`src/rtl/esp_pkg.sv`:
```
// shared types and constants of the encoder speed controller
`timescale 1ns / 1ps
`default_nettype none

package esp_pkg;

	// beat widths
	localparam int IN_W  = 64;
	localparam int OUT_W = 40;

	// configuration port
	localparam int IDX_W = 2;
	localparam int CFG_W = 18;

	typedef enum logic [IDX_W-1:0] {
		REG_TARGET_SPEED = 2'd0,
		REG_LOOP_GAIN    = 2'd1,
		REG_DEADBAND     = 2'd2,
		REG_SPEED_SCALE  = 2'd3
	} reg_idx_t;

	localparam logic signed [17:0] TARGET_RST   = 18'sd0;
	localparam logic [6:0]         GAIN_RST     = 7'd7;
	localparam logic [13:0]        DEADBAND_RST = 14'd5;
	localparam logic [15:0]        SCALE_RST    = 16'd9016;

	// arithmetic widths
	localparam int MUL_A_W = 32;
	localparam int MUL_B_W = 16;
	localparam int PROD_W  = MUL_A_W + MUL_B_W;
	localparam int DIVR_W  = 32;
	localparam int DIFF_W  = 25;
	localparam int SUM_W   = 26;

	// divide by 100 as a reciprocal multiply, exact for any 32-bit product
	localparam int               CPROD_W    = 32;
	localparam int               RCP_W      = 31;
	localparam logic [RCP_W-1:0] GAIN_RECIP = 31'h51EB851F;
	localparam int               GAIN_SHIFT = 37;

	localparam logic [23:0]       SPEED_LIM    = 24'h800000;
	localparam logic [23:0]       SPEED_MAX    = 24'h7FFFFF;
	localparam logic signed [7:0] CMD_MAX      = 8'sh7F;
	localparam logic signed [7:0] CMD_MIN      = -8'sd128;

	// controller to datapath
	typedef struct packed {
		logic load_in;
		logic div_start;
		logic sel_ctl;
		logic spd_fin;
		logic ctl_diff;
		logic ctl_mul;
		logic ctl_quo;
		logic ctl_fin;
		logic out_load;
	} esp_cmd_t;

	// datapath to controller
	typedef struct packed {
		logic zero_dt;
		logic apply;
		logic div_busy;
		logic out_free;
	} esp_sts_t;

endpackage

`default_nettype wire

```
`src/rtl/esp_div.sv`:
```
// restoring divider, one quotient bit per cycle
`timescale 1ns / 1ps
`default_nettype none

module esp_div (
	input  wire logic                        clk,
	input  wire logic                        arst_n,
	input  wire logic                        start,
	input  wire logic [esp_pkg::PROD_W-1:0]  dividend,
	input  wire logic [esp_pkg::DIVR_W-1:0]  divisor,
	output logic                             busy,
	output logic [esp_pkg::PROD_W-1:0]       quotient
);

	localparam int PW    = esp_pkg::PROD_W;
	localparam int DW    = esp_pkg::DIVR_W;
	localparam int CNT_W = $clog2(PW + 1);

	logic [CNT_W-1:0] cnt_q;
	logic [PW-1:0]    quo_q;
	logic [DW-1:0]    rem_q;
	logic [DW-1:0]    dvs_q;
	logic [DW:0]      shifted;
	logic [DW+1:0]    trial;

	assign shifted  = {rem_q, quo_q[PW-1]};
	assign trial    = {1'b0, shifted} - {2'b00, dvs_q};
	assign busy     = (cnt_q != '0);
	assign quotient = quo_q;

	always_ff @(posedge clk or negedge arst_n) begin
		if (!arst_n) begin
			cnt_q <= '0;
		end else if (start) begin
			cnt_q <= CNT_W'(PW);
		end else if (busy) begin
			cnt_q <= cnt_q - 1'b1;
		end
	end

	always_ff @(posedge clk) begin
		if (start) begin
			quo_q <= dividend;
			rem_q <= '0;
			dvs_q <= divisor;
		end else if (busy) begin
			if (!trial[DW+1]) begin
				rem_q <= trial[DW-1:0];
				quo_q <= {quo_q[PW-2:0], 1'b1};
			end else begin
				rem_q <= shifted[DW-1:0];
				quo_q <= {quo_q[PW-2:0], 1'b0};
			end
		end
	end

endmodule

`default_nettype wire

```
`src/rtl/esp_dp.sv`:
```
// datapath: registers, shared multiplier, divider and output register
`timescale 1ns / 1ps
`default_nettype none

module esp_dp #(
	parameter int COUNT_WIDTH = 32
) (
	input  wire logic                         clk,
	input  wire logic                         arst_n,
	input  wire esp_pkg::esp_cmd_t            cmd,
	output esp_pkg::esp_sts_t                 sts,
	input  wire logic                         cfg_wen,
	input  wire logic [esp_pkg::IDX_W-1:0]    cfg_index,
	input  wire logic [esp_pkg::CFG_W-1:0]    cfg_data,
	input  wire logic [esp_pkg::IN_W-1:0]     s_tdata,
	output logic                              m_tvalid,
	input  wire logic                         m_tready,
	output logic [esp_pkg::OUT_W-1:0]         m_tdata
);

	localparam int CW  = COUNT_WIDTH;
	localparam int PW  = esp_pkg::PROD_W;
	localparam int DFW = esp_pkg::DIFF_W;
	localparam int SW  = esp_pkg::SUM_W;
	localparam int RW  = esp_pkg::CPROD_W + esp_pkg::RCP_W;

	// configuration
	logic signed [17:0] target_q;
	logic [6:0]         gain_q;
	logic [13:0]        deadband_q;
	logic [15:0]        scale_q;

	// state carried between items
	logic [CW-1:0]      last_count_q;
	logic [31:0]        last_time_q;
	logic signed [23:0] speed_q;
	logic signed [7:0]  drive_q;

	// per-item working registers
	logic [CW-1:0]      mag_q;
	logic               neg_q;
	logic [31:0]        dt_q;
	logic               zero_dt_q;
	logic               changed_q;
	logic [DFW-1:0]     adiff_q;
	logic               dneg_q;
	logic               apply_q;
	logic [esp_pkg::CPROD_W-1:0] cprod_q;
	logic [SW-2:0]      cquo_q;

	logic                   m_tvalid_q;
	logic [esp_pkg::OUT_W-1:0] m_tdata_q;

	logic [CW-1:0]      cnt_in;
	logic [31:0]        ts_in;
	logic [CW-1:0]      delta;
	logic [31:0]        dt_in;

	logic [esp_pkg::MUL_A_W-1:0] mul_a;
	logic [esp_pkg::MUL_B_W-1:0] mul_b;
	logic [PW-1:0]               product;
	logic [PW-1:0]               quo;
	logic                        div_busy;
	logic [RW-1:0]               rcp_prod;

	logic [23:0]           q_lim;
	logic signed [23:0]    speed_new;
	logic signed [DFW-1:0] diff;
	logic [DFW-1:0]        adiff;
	logic signed [SW-1:0]  step_mag;
	logic signed [SW-1:0]  sum;
	logic signed [7:0]     drive_new;

	assign cnt_in = s_tdata[CW-1:0];
	assign ts_in  = s_tdata[63:32];
	assign delta  = cnt_in - last_count_q;
	assign dt_in  = ts_in - last_time_q;

	// one multiplier shared by the speed and the control step
	assign mul_a   = cmd.sel_ctl ? esp_pkg::MUL_A_W'(adiff_q) : esp_pkg::MUL_A_W'(mag_q);
	assign mul_b   = cmd.sel_ctl ? esp_pkg::MUL_B_W'(gain_q) : scale_q;
	assign product = PW'(mul_a) * PW'(mul_b);

	// speed divide by the sample interval
	esp_div u_div (
		.clk      (clk),
		.arst_n   (arst_n),
		.start    (cmd.div_start),
		.dividend (product),
		.divisor  (dt_q),
		.busy     (div_busy),
		.quotient (quo)
	);

	// gain product over 100 from the registered product
	assign rcp_prod = RW'(cprod_q) * RW'(esp_pkg::GAIN_RECIP);

	// speed saturation on the magnitude, then sign
	always_comb begin
		q_lim = (quo > PW'(esp_pkg::SPEED_LIM)) ? esp_pkg::SPEED_LIM : quo[23:0];
		if (neg_q) begin
			speed_new = $signed(-q_lim);
		end else if (q_lim == esp_pkg::SPEED_LIM) begin
			speed_new = $signed(esp_pkg::SPEED_MAX);
		end else begin
			speed_new = $signed(q_lim);
		end
	end

	assign diff  = DFW'(target_q) - DFW'(speed_q);
	assign adiff = diff[DFW-1] ? DFW'(-diff) : DFW'(diff);

	// command update with clamp
	always_comb begin
		step_mag = $signed(SW'(cquo_q));
		sum      = SW'(drive_q) + (dneg_q ? -step_mag : step_mag);
		if (sum > SW'(esp_pkg::CMD_MAX)) begin
			drive_new = esp_pkg::CMD_MAX;
		end else if (sum < SW'(esp_pkg::CMD_MIN)) begin
			drive_new = esp_pkg::CMD_MIN;
		end else begin
			drive_new = sum[7:0];
		end
	end

	// configuration registers
	always_ff @(posedge clk or negedge arst_n) begin
		if (!arst_n) begin
			target_q   <= esp_pkg::TARGET_RST;
			gain_q     <= esp_pkg::GAIN_RST;
			deadband_q <= esp_pkg::DEADBAND_RST;
			scale_q    <= esp_pkg::SCALE_RST;
		end else if (cfg_wen) begin
			case (esp_pkg::reg_idx_t'(cfg_index))
				esp_pkg::REG_TARGET_SPEED: target_q   <= $signed(cfg_data[17:0]);
				esp_pkg::REG_LOOP_GAIN:    gain_q     <= cfg_data[6:0];
				esp_pkg::REG_DEADBAND:     deadband_q <= cfg_data[13:0];
				esp_pkg::REG_SPEED_SCALE:  scale_q    <= cfg_data[15:0];
				default: begin
				end
			endcase
		end
	end

	// state kept from item to item
	always_ff @(posedge clk or negedge arst_n) begin
		if (!arst_n) begin
			last_count_q <= '0;
			last_time_q  <= '0;
			speed_q      <= '0;
			drive_q      <= '0;
		end else begin
			if (cmd.load_in) begin
				last_count_q <= cnt_in;
				last_time_q  <= ts_in;
			end
			if (cmd.spd_fin) begin
				speed_q <= speed_new;
			end
			if (cmd.ctl_diff && (target_q == '0)) begin
				drive_q <= '0;
			end else if (cmd.ctl_fin) begin
				drive_q <= drive_new;
			end
		end
	end

	// working registers of the current item
	always_ff @(posedge clk) begin
		if (cmd.load_in) begin
			mag_q     <= delta[CW-1] ? -delta : delta;
			neg_q     <= delta[CW-1];
			dt_q      <= dt_in;
			zero_dt_q <= (dt_in == '0);
			changed_q <= 1'b0;
		end
		if (cmd.ctl_diff) begin
			adiff_q <= adiff;
			dneg_q  <= diff[DFW-1];
			apply_q <= (adiff >= DFW'(deadband_q));
			if (target_q == '0) begin
				changed_q <= 1'b1;
			end
		end
		if (cmd.ctl_mul) begin
			cprod_q <= product[esp_pkg::CPROD_W-1:0];
		end
		if (cmd.ctl_quo) begin
			cquo_q <= rcp_prod[esp_pkg::GAIN_SHIFT+SW-2:esp_pkg::GAIN_SHIFT];
		end
		if (cmd.ctl_fin) begin
			changed_q <= 1'b1;
		end
	end

	// output register
	always_ff @(posedge clk or negedge arst_n) begin
		if (!arst_n) begin
			m_tvalid_q <= 1'b0;
		end else if (cmd.out_load) begin
			m_tvalid_q <= 1'b1;
		end else if (m_tready) begin
			m_tvalid_q <= 1'b0;
		end
	end

	always_ff @(posedge clk) begin
		if (cmd.out_load) begin
			m_tdata_q <= {6'b000000, zero_dt_q, changed_q, speed_q, drive_q};
		end
	end

	assign m_tvalid = m_tvalid_q;
	assign m_tdata  = m_tdata_q;

	assign sts.zero_dt  = zero_dt_q;
	assign sts.apply    = apply_q;
	assign sts.div_busy = div_busy;
	assign sts.out_free = !m_tvalid_q || m_tready;

endmodule

`default_nettype wire

```
`src/rtl/esp_ctrl.sv`:
```
// controller state machine sequencing one sample through the datapath
`timescale 1ns / 1ps
`default_nettype none

module esp_ctrl (
	input  wire logic              clk,
	input  wire logic              arst_n,
	input  wire logic              s_tvalid,
	output logic                   s_tready,
	input  wire esp_pkg::esp_sts_t sts,
	output esp_pkg::esp_cmd_t      cmd
);

	typedef enum logic [8:0] {
		S_IDLE    = 9'b000000001,
		S_MUL_SPD = 9'b000000010,
		S_DIV_SPD = 9'b000000100,
		S_SPD_FIN = 9'b000001000,
		S_CTL_DIF = 9'b000010000,
		S_MUL_CTL = 9'b000100000,
		S_RCP_CTL = 9'b001000000,
		S_CTL_FIN = 9'b010000000,
		S_OUT     = 9'b100000000
	} state_t;

	state_t state_q;
	state_t state_d;

	assign s_tready = (state_q == S_IDLE);

	always_comb begin
		state_d = state_q;
		cmd     = '0;
		case (state_q)
			S_IDLE: begin
				if (s_tvalid) begin
					cmd.load_in = 1'b1;
					state_d     = S_MUL_SPD;
				end
			end
			S_MUL_SPD: begin
				cmd.div_start = !sts.zero_dt;
				state_d       = sts.zero_dt ? S_CTL_DIF : S_DIV_SPD;
			end
			S_DIV_SPD: begin
				if (!sts.div_busy) begin
					state_d = S_SPD_FIN;
				end
			end
			S_SPD_FIN: begin
				cmd.spd_fin = 1'b1;
				state_d     = S_CTL_DIF;
			end
			S_CTL_DIF: begin
				cmd.ctl_diff = 1'b1;
				state_d      = S_MUL_CTL;
			end
			S_MUL_CTL: begin
				cmd.sel_ctl = 1'b1;
				cmd.ctl_mul = sts.apply;
				state_d     = sts.apply ? S_RCP_CTL : S_OUT;
			end
			S_RCP_CTL: begin
				cmd.ctl_quo = 1'b1;
				state_d     = S_CTL_FIN;
			end
			S_CTL_FIN: begin
				cmd.ctl_fin = 1'b1;
				state_d     = S_OUT;
			end
			S_OUT: begin
				if (sts.out_free) begin
					cmd.out_load = 1'b1;
					state_d      = S_IDLE;
				end
			end
			default: begin
				state_d = S_IDLE;
			end
		endcase
	end

	always_ff @(posedge clk or negedge arst_n) begin
		if (!arst_n) begin
			state_q <= S_IDLE;
		end else begin
			state_q <= state_d;
		end
	end

endmodule

`default_nettype wire

```
`src/rtl/encoder_speed_p_controller.sv`:
```
// top level: encoder speed measurement and proportional speed loop
// sequence: idle takes the beat, then speed multiply, speed divide, speed finish, error,
//   gain multiply, reciprocal scale, command finish and output states; a zero interval skips
//   the divide and an error inside the deadband skips the scale and the command finish
// one sample at a time; a result waiting in the output register does not block the next beat
// reset: arst_n clears the sample history, speed and command and loads the register defaults
`timescale 1ns / 1ps
`default_nettype none

module encoder_speed_p_controller #(
	parameter int COUNT_WIDTH = 32 // encoder bits that take part in the delta, 16 to 32
) (
	input  wire logic                      clk,
	input  wire logic                      arst_n,
	// configuration write port
	input  wire logic                      cfg_wen,
	input  wire logic [esp_pkg::IDX_W-1:0] cfg_index,
	input  wire logic [esp_pkg::CFG_W-1:0] cfg_data,
	// sample stream
	input  wire logic                      s_tvalid,
	output logic                           s_tready,
	input  wire logic [esp_pkg::IN_W-1:0]  s_tdata,  // encoder_count[31:0], timestamp[63:32]
	// result stream
	output logic                           m_tvalid,
	input  wire logic                      m_tready,
	output logic [esp_pkg::OUT_W-1:0]      m_tdata   // motor_command[7:0], measured_speed[31:8],
	                                                 // command_changed[32], zero_interval[33]
);

	// command and status between the sequencer and the datapath
	esp_pkg::esp_cmd_t cmd;
	esp_pkg::esp_sts_t sts;

	// sequencer: accept, speed multiply and divide, error, gain multiply and scale, emit
	esp_ctrl u_ctrl (
		.clk      (clk),
		.arst_n   (arst_n),
		.s_tvalid (s_tvalid),
		.s_tready (s_tready),
		.sts      (sts),
		.cmd      (cmd)
	);

	// datapath: wrap-aware count delta, one shared multiplier, speed divider,
	// reciprocal multiply for the gain over 100, speed saturation, deadband test
	// and command clamp
	esp_dp #(
		.COUNT_WIDTH (COUNT_WIDTH)
	) u_dp (
		.clk       (clk),
		.arst_n    (arst_n),
		.cmd       (cmd),
		.sts       (sts),
		.cfg_wen   (cfg_wen),
		.cfg_index (cfg_index),
		.cfg_data  (cfg_data),
		.s_tdata   (s_tdata),
		.m_tvalid  (m_tvalid),
		.m_tready  (m_tready),
		.m_tdata   (m_tdata)
	);

endmodule

`default_nettype wire

```
`config.mk`:
```
export PLATFORM = sky130hd
export DESIGN_NAME = encoder_speed_p_controller
export DESIGN_NICKNAME = d
export VERILOG_FILES = /design/src/rtl/esp_pkg.sv /design/src/rtl/esp_div.sv /design/src/rtl/esp_dp.sv /design/src/rtl/esp_ctrl.sv /design/src/rtl/encoder_speed_p_controller.sv
export SDC_FILE = /design/constraint.sdc
export NUM_CORES = 2
export LEC_CHECK = 0
export BUFFER_PORTS_ARGS = -buffer_cell sky130_fd_sc_hd__buf_4
export CAP_MARGIN = 20
export CORE_ASPECT_RATIO = 2
export CORE_MARGIN = 1.5
export CORE_UTILIZATION = 50
export DETAILED_ROUTE_END_ITERATION = 8
export GPL_ROUTABILITY_DRIVEN = 0
export GPL_TIMING_DRIVEN = 0
export PLACE_DENSITY = 0.71
export SLEW_MARGIN = 5
export SYNTH_ARGS = -nofsm -noshare
export SYNTH_HDL_FRONTEND = slang
export SYNTH_SLANG_ARGS = --single-unit
```
`constraint.sdc`:
```
create_clock -name clk -period 7.58 [get_ports clk]
set_input_delay 1.516 -clock clk [delete_from_list [all_inputs] [get_ports clk]]
set_output_delay 1.516 -clock clk [all_outputs]
set_load 0.02 [all_outputs]
```
==> run_results.csv <==
group,metric,value,unit
timing,rsz0062_at_grt,"true",
floorplanning,dieArea,120200,um^2
timing,period_share,1.108,
critical_path,cp-start-kind,"flop",
timing,tightestPinTransition,1.249,ns
logic_synthesis,synth_enable_flop_cells,264,
floorplanning,die_h,488.8,um
logic_synthesis,yosysSeqAreaShare,0.2167,
clock_network,clockRootBuffer,"clkbuf_16",
floorplanning,pin_count,131,
clock_network,cts_made_buffers,48,
critical_path,crit_top_cell,"fa_1",
global_route,first_global_vias,51260,
cells_and_area,stdcell_count,8083,
cells_and_area,final_area,68060,um^2
detailed_routing,ant_nets,0,
placed_design,preCtsSetupSlack,-2.804,ns
logic_synthesis,yosysMostFrequentCell,"inv_1",
critical_path,cpPeakStageDelay,0.55,ns
status,violations,"negative setup slack",
cells_and_area,area_growth,15.37,%
clock_network,clk_path_buf_depth,3,
placed_design,placed_cell_area,62110,um^2
detailed_routing,dr.pass1.iters,7,
detailed_routing,dr.first_iter.drc_count,3167,
clock_network,cts_htree_levels,2,
global_route,globalRouteOverflowTotal,0,
clock_network,cts.sinks,464,
floorplanning,fp.dieW,245.9,um
logic_synthesis,yosys-top-cells-area,"fa_1 28%, ha_1 14%, edfxtp_1 13%",
timing,fin_skew,0.03157,ns
cells_and_area,drive_above_1_share,0.1458,
logic_synthesis,ys_top_cells_by_count,"1123 x inv_1, 811 x fa_1, 670 x ha_1",
critical_path,path_max_fanout,6,
global_route,antenna_found_initial,14,
placed_design,dp.cells,7763,
timing,max_freq,0.1191,GHz
global_route,grt_first_pass_wirelength,298800,um
timing,setup_tns,-13.24,ns
run,maxCapViolations,0,
clock_network,cts_tree,"done",
floorplanning,core_area,117400,um^2
timing,hold_viol,0,
global_route,track_usage,0.3390,
cells_and_area,seq_area,12790,um^2
timing,slew_headroom,0.1674,
timing,min_period,8.399,ns
detailed_routing,wl,200700,um
detailed_routing,vias_per_cell,5.926,
min_path,min_path_type,"reg -> reg",
timing,fin_ws,-0.8191,ns
placed_design,hpwl,154200,um
logic_synthesis,synthCells,6094,
logic_synthesis,synth_top_cell_by_area,"fa_1",
cells_and_area,nFillCells,9646,
logic_synthesis,synth_top_area_share,0.2752,
logic_synthesis,synthFlopType,"edfxtp_1",
logic_synthesis,yosys_warnings,0,
logic_synthesis,ys_async_sr_fraction,0.3599,
cells_and_area,fin_nets,8072,
critical_path,crit_slowest_cell,"fa_1",
status,outcome,"finished, violations left",
placed_design,io_buffers,124,
global_route,grt_max_degree,97,
detailed_routing,vias,47900,
detailed_routing,remaining_drc_errors,0,
logic_synthesis,ys_seq_elements,464,
floorplanning,start_util,0.5026,
cells_and_area,multi_input_area,43310,um^2
clock_network,clock_latency,0.63,ns
detailed_routing,wl_per_cell,24.83,um
critical_path,cp-end-kind,"flop",
logic_synthesis,syn_area,59000,um^2
critical_path,crit_required,7.94,ns
critical_path,crit_type,"reg -> reg",
logic_synthesis,postSynthAreaPerCell,9.681,um^2
timing,finalSetupViolations,41,
floorplanning,std_cell_rows,178,
clock_network,cts.clk_slew.worst_paths,0.06,ns
timing,final_max_slew_viol_count,0,
critical_path,cp.arrival,8.76,ns
logic_synthesis,synth_cell_types,101,
-- cell usage in the layout (no fill, tap or decap), drive strengths merged, types with 11 or more instances in the layout --
cell    count
o41ai      14
clkinv     16
nand4      34
and2       51
inv      1129
o31ai      27
nor3       62
o21a       71
nand2     669
and3      140
nand2b     43
nor2b      30
nand3      57
nor4       28
or4        14
or2        26
o21ai     270
o21bai     17
fa        811
o211ai     14
buf       400
a211o      11
a21o      108
a31oi      26
xnor2     193
or3        27
mux2       59
dfxtp      33
ha        670
nor2      294
edfxtp    264
a211oi     33
dfrtp     155
mux2i      52
diode      11
clkbuf    206
a21oi     240
dfstp      12
xor2       74
-- flip-flops by register name, indices dropped and copies added (netlist names), 14 cells and up --
| signal | count |
|---|---|
| u_dp.adiff_q | 25 |
| u_dp.cprod_q | 32 |
| u_dp.cquo_q | 25 |
| u_dp.deadband_q | 14 |
| u_dp.dt_q | 32 |
| u_dp.last_count_q | 32 |
| u_dp.last_time_q | 32 |
| u_dp.m_tdata | 34 |
| u_dp.mag_q | 32 |
| u_dp.scale_q | 16 |
| u_dp.speed_q | 24 |
| u_dp.target_q | 18 |
| u_dp.u_div.dvs_q | 32 |
| u_dp.u_div.quotient | 48 |
| u_dp.u_div.rem_q | 32 |
-- path summary, 6_finish.rpt --
kind                       slack (ns)                                 to                           from  cells after the start
hold reg to reg                  0.42      u_dp.u_div.dvs_q[0]$_DFFE_PP_         u_dp.dt_q[0]$_DFFE_PP_                      0
setup reg to reg                -0.82  u_dp.u_div.quotient[37]$_DFFE_PP_  u_ctrl.state_q[2]$_DFFE_PN0P_                     32
max in group asynchronous        5.82         u_dp.gain_q[0]$_DFFE_PN1P_                         arst_n                      2
hold / removal                   0.42      u_dp.u_div.dvs_q[0]$_DFFE_PP_         u_dp.dt_q[0]$_DFFE_PP_                      0
min in group asynchronous        0.82   u_dp.last_time_q[17]$_DFFE_PN0P_                         arst_n                      1
setup / recovery                -0.82  u_dp.u_div.quotient[37]$_DFFE_PP_  u_ctrl.state_q[2]$_DFFE_PN0P_                     32
-- area by class of cell --
type                    instances  area share
diodes                         11   0.0004044
plain buffers                 168     0.01428
clock buffers                  67     0.02098
clock inverters                23    0.003107
inverters                    1126     0.06210
multi-input cells            4323      0.6363
flip-flops and latches        464      0.1879
well taps                    1530     0.02813
repair buffers                371     0.04684
-- metal layers --
layer  vias to the layer above  track usage  wire, um
met5                         -            0       108
met4                        16       0.3462     26380
met3                      1234      0.09295     15410
met2                      2407       0.5875     99700
met1                     23460       0.3082     59070
li1                      20780            -         -
-- timing repair --
item,CTS,global route
setup endpoints to repair,77,62
cloned,3,0
pin swaps,111,123
resized for setup,403,177
setup buffers,166,71
hold buffers,0,0
-- through the flow --
stage               utilization  hold WS (ns)
finish                   0.5799        0.4191
global route             0.5797        0.4239
CTS                      0.5687        0.4221
detailed placement       0.5292        0.4045
global placement         0.5275        0.4042
floorplan                     -        0.4003
-- cells by family (layout without fill, tap and decap cells) --
kind of cell / Yosys count / count (layout) / synth area share
flops: 464 / 464 / 0.2167
mux: 111 / 111 / 0.02008
other cells: 1 / 17 / 0.00006356
xor+xnor: 267 / 267 / 0.03977
compound gates: 940 / 940 / 0.1013
fa+ha+maj: 1481 / 1481 / 0.4173
buf+inv: 1312 / 1755 / 0.08403
simple gates: 1518 / 1518 / 0.1208
-- critical path: cells and delay by family, from the launching register on --
family | cells | cell delay, ns
AND/OR/NAND/NOR | 5 | 0.82
AO/OA/AOI/OAI | 9 | 2.25
flip-flops | 1 | 0.42
adder cells (fa/ha/maj) | 7 | 3.35
buffers and inverters | 10 | 1.10
XOR/XNOR | 1 | 0.15
Power is not shown: default switching activity piles up to over one toggle a cycle in this logic, so the estimate is an artifact.
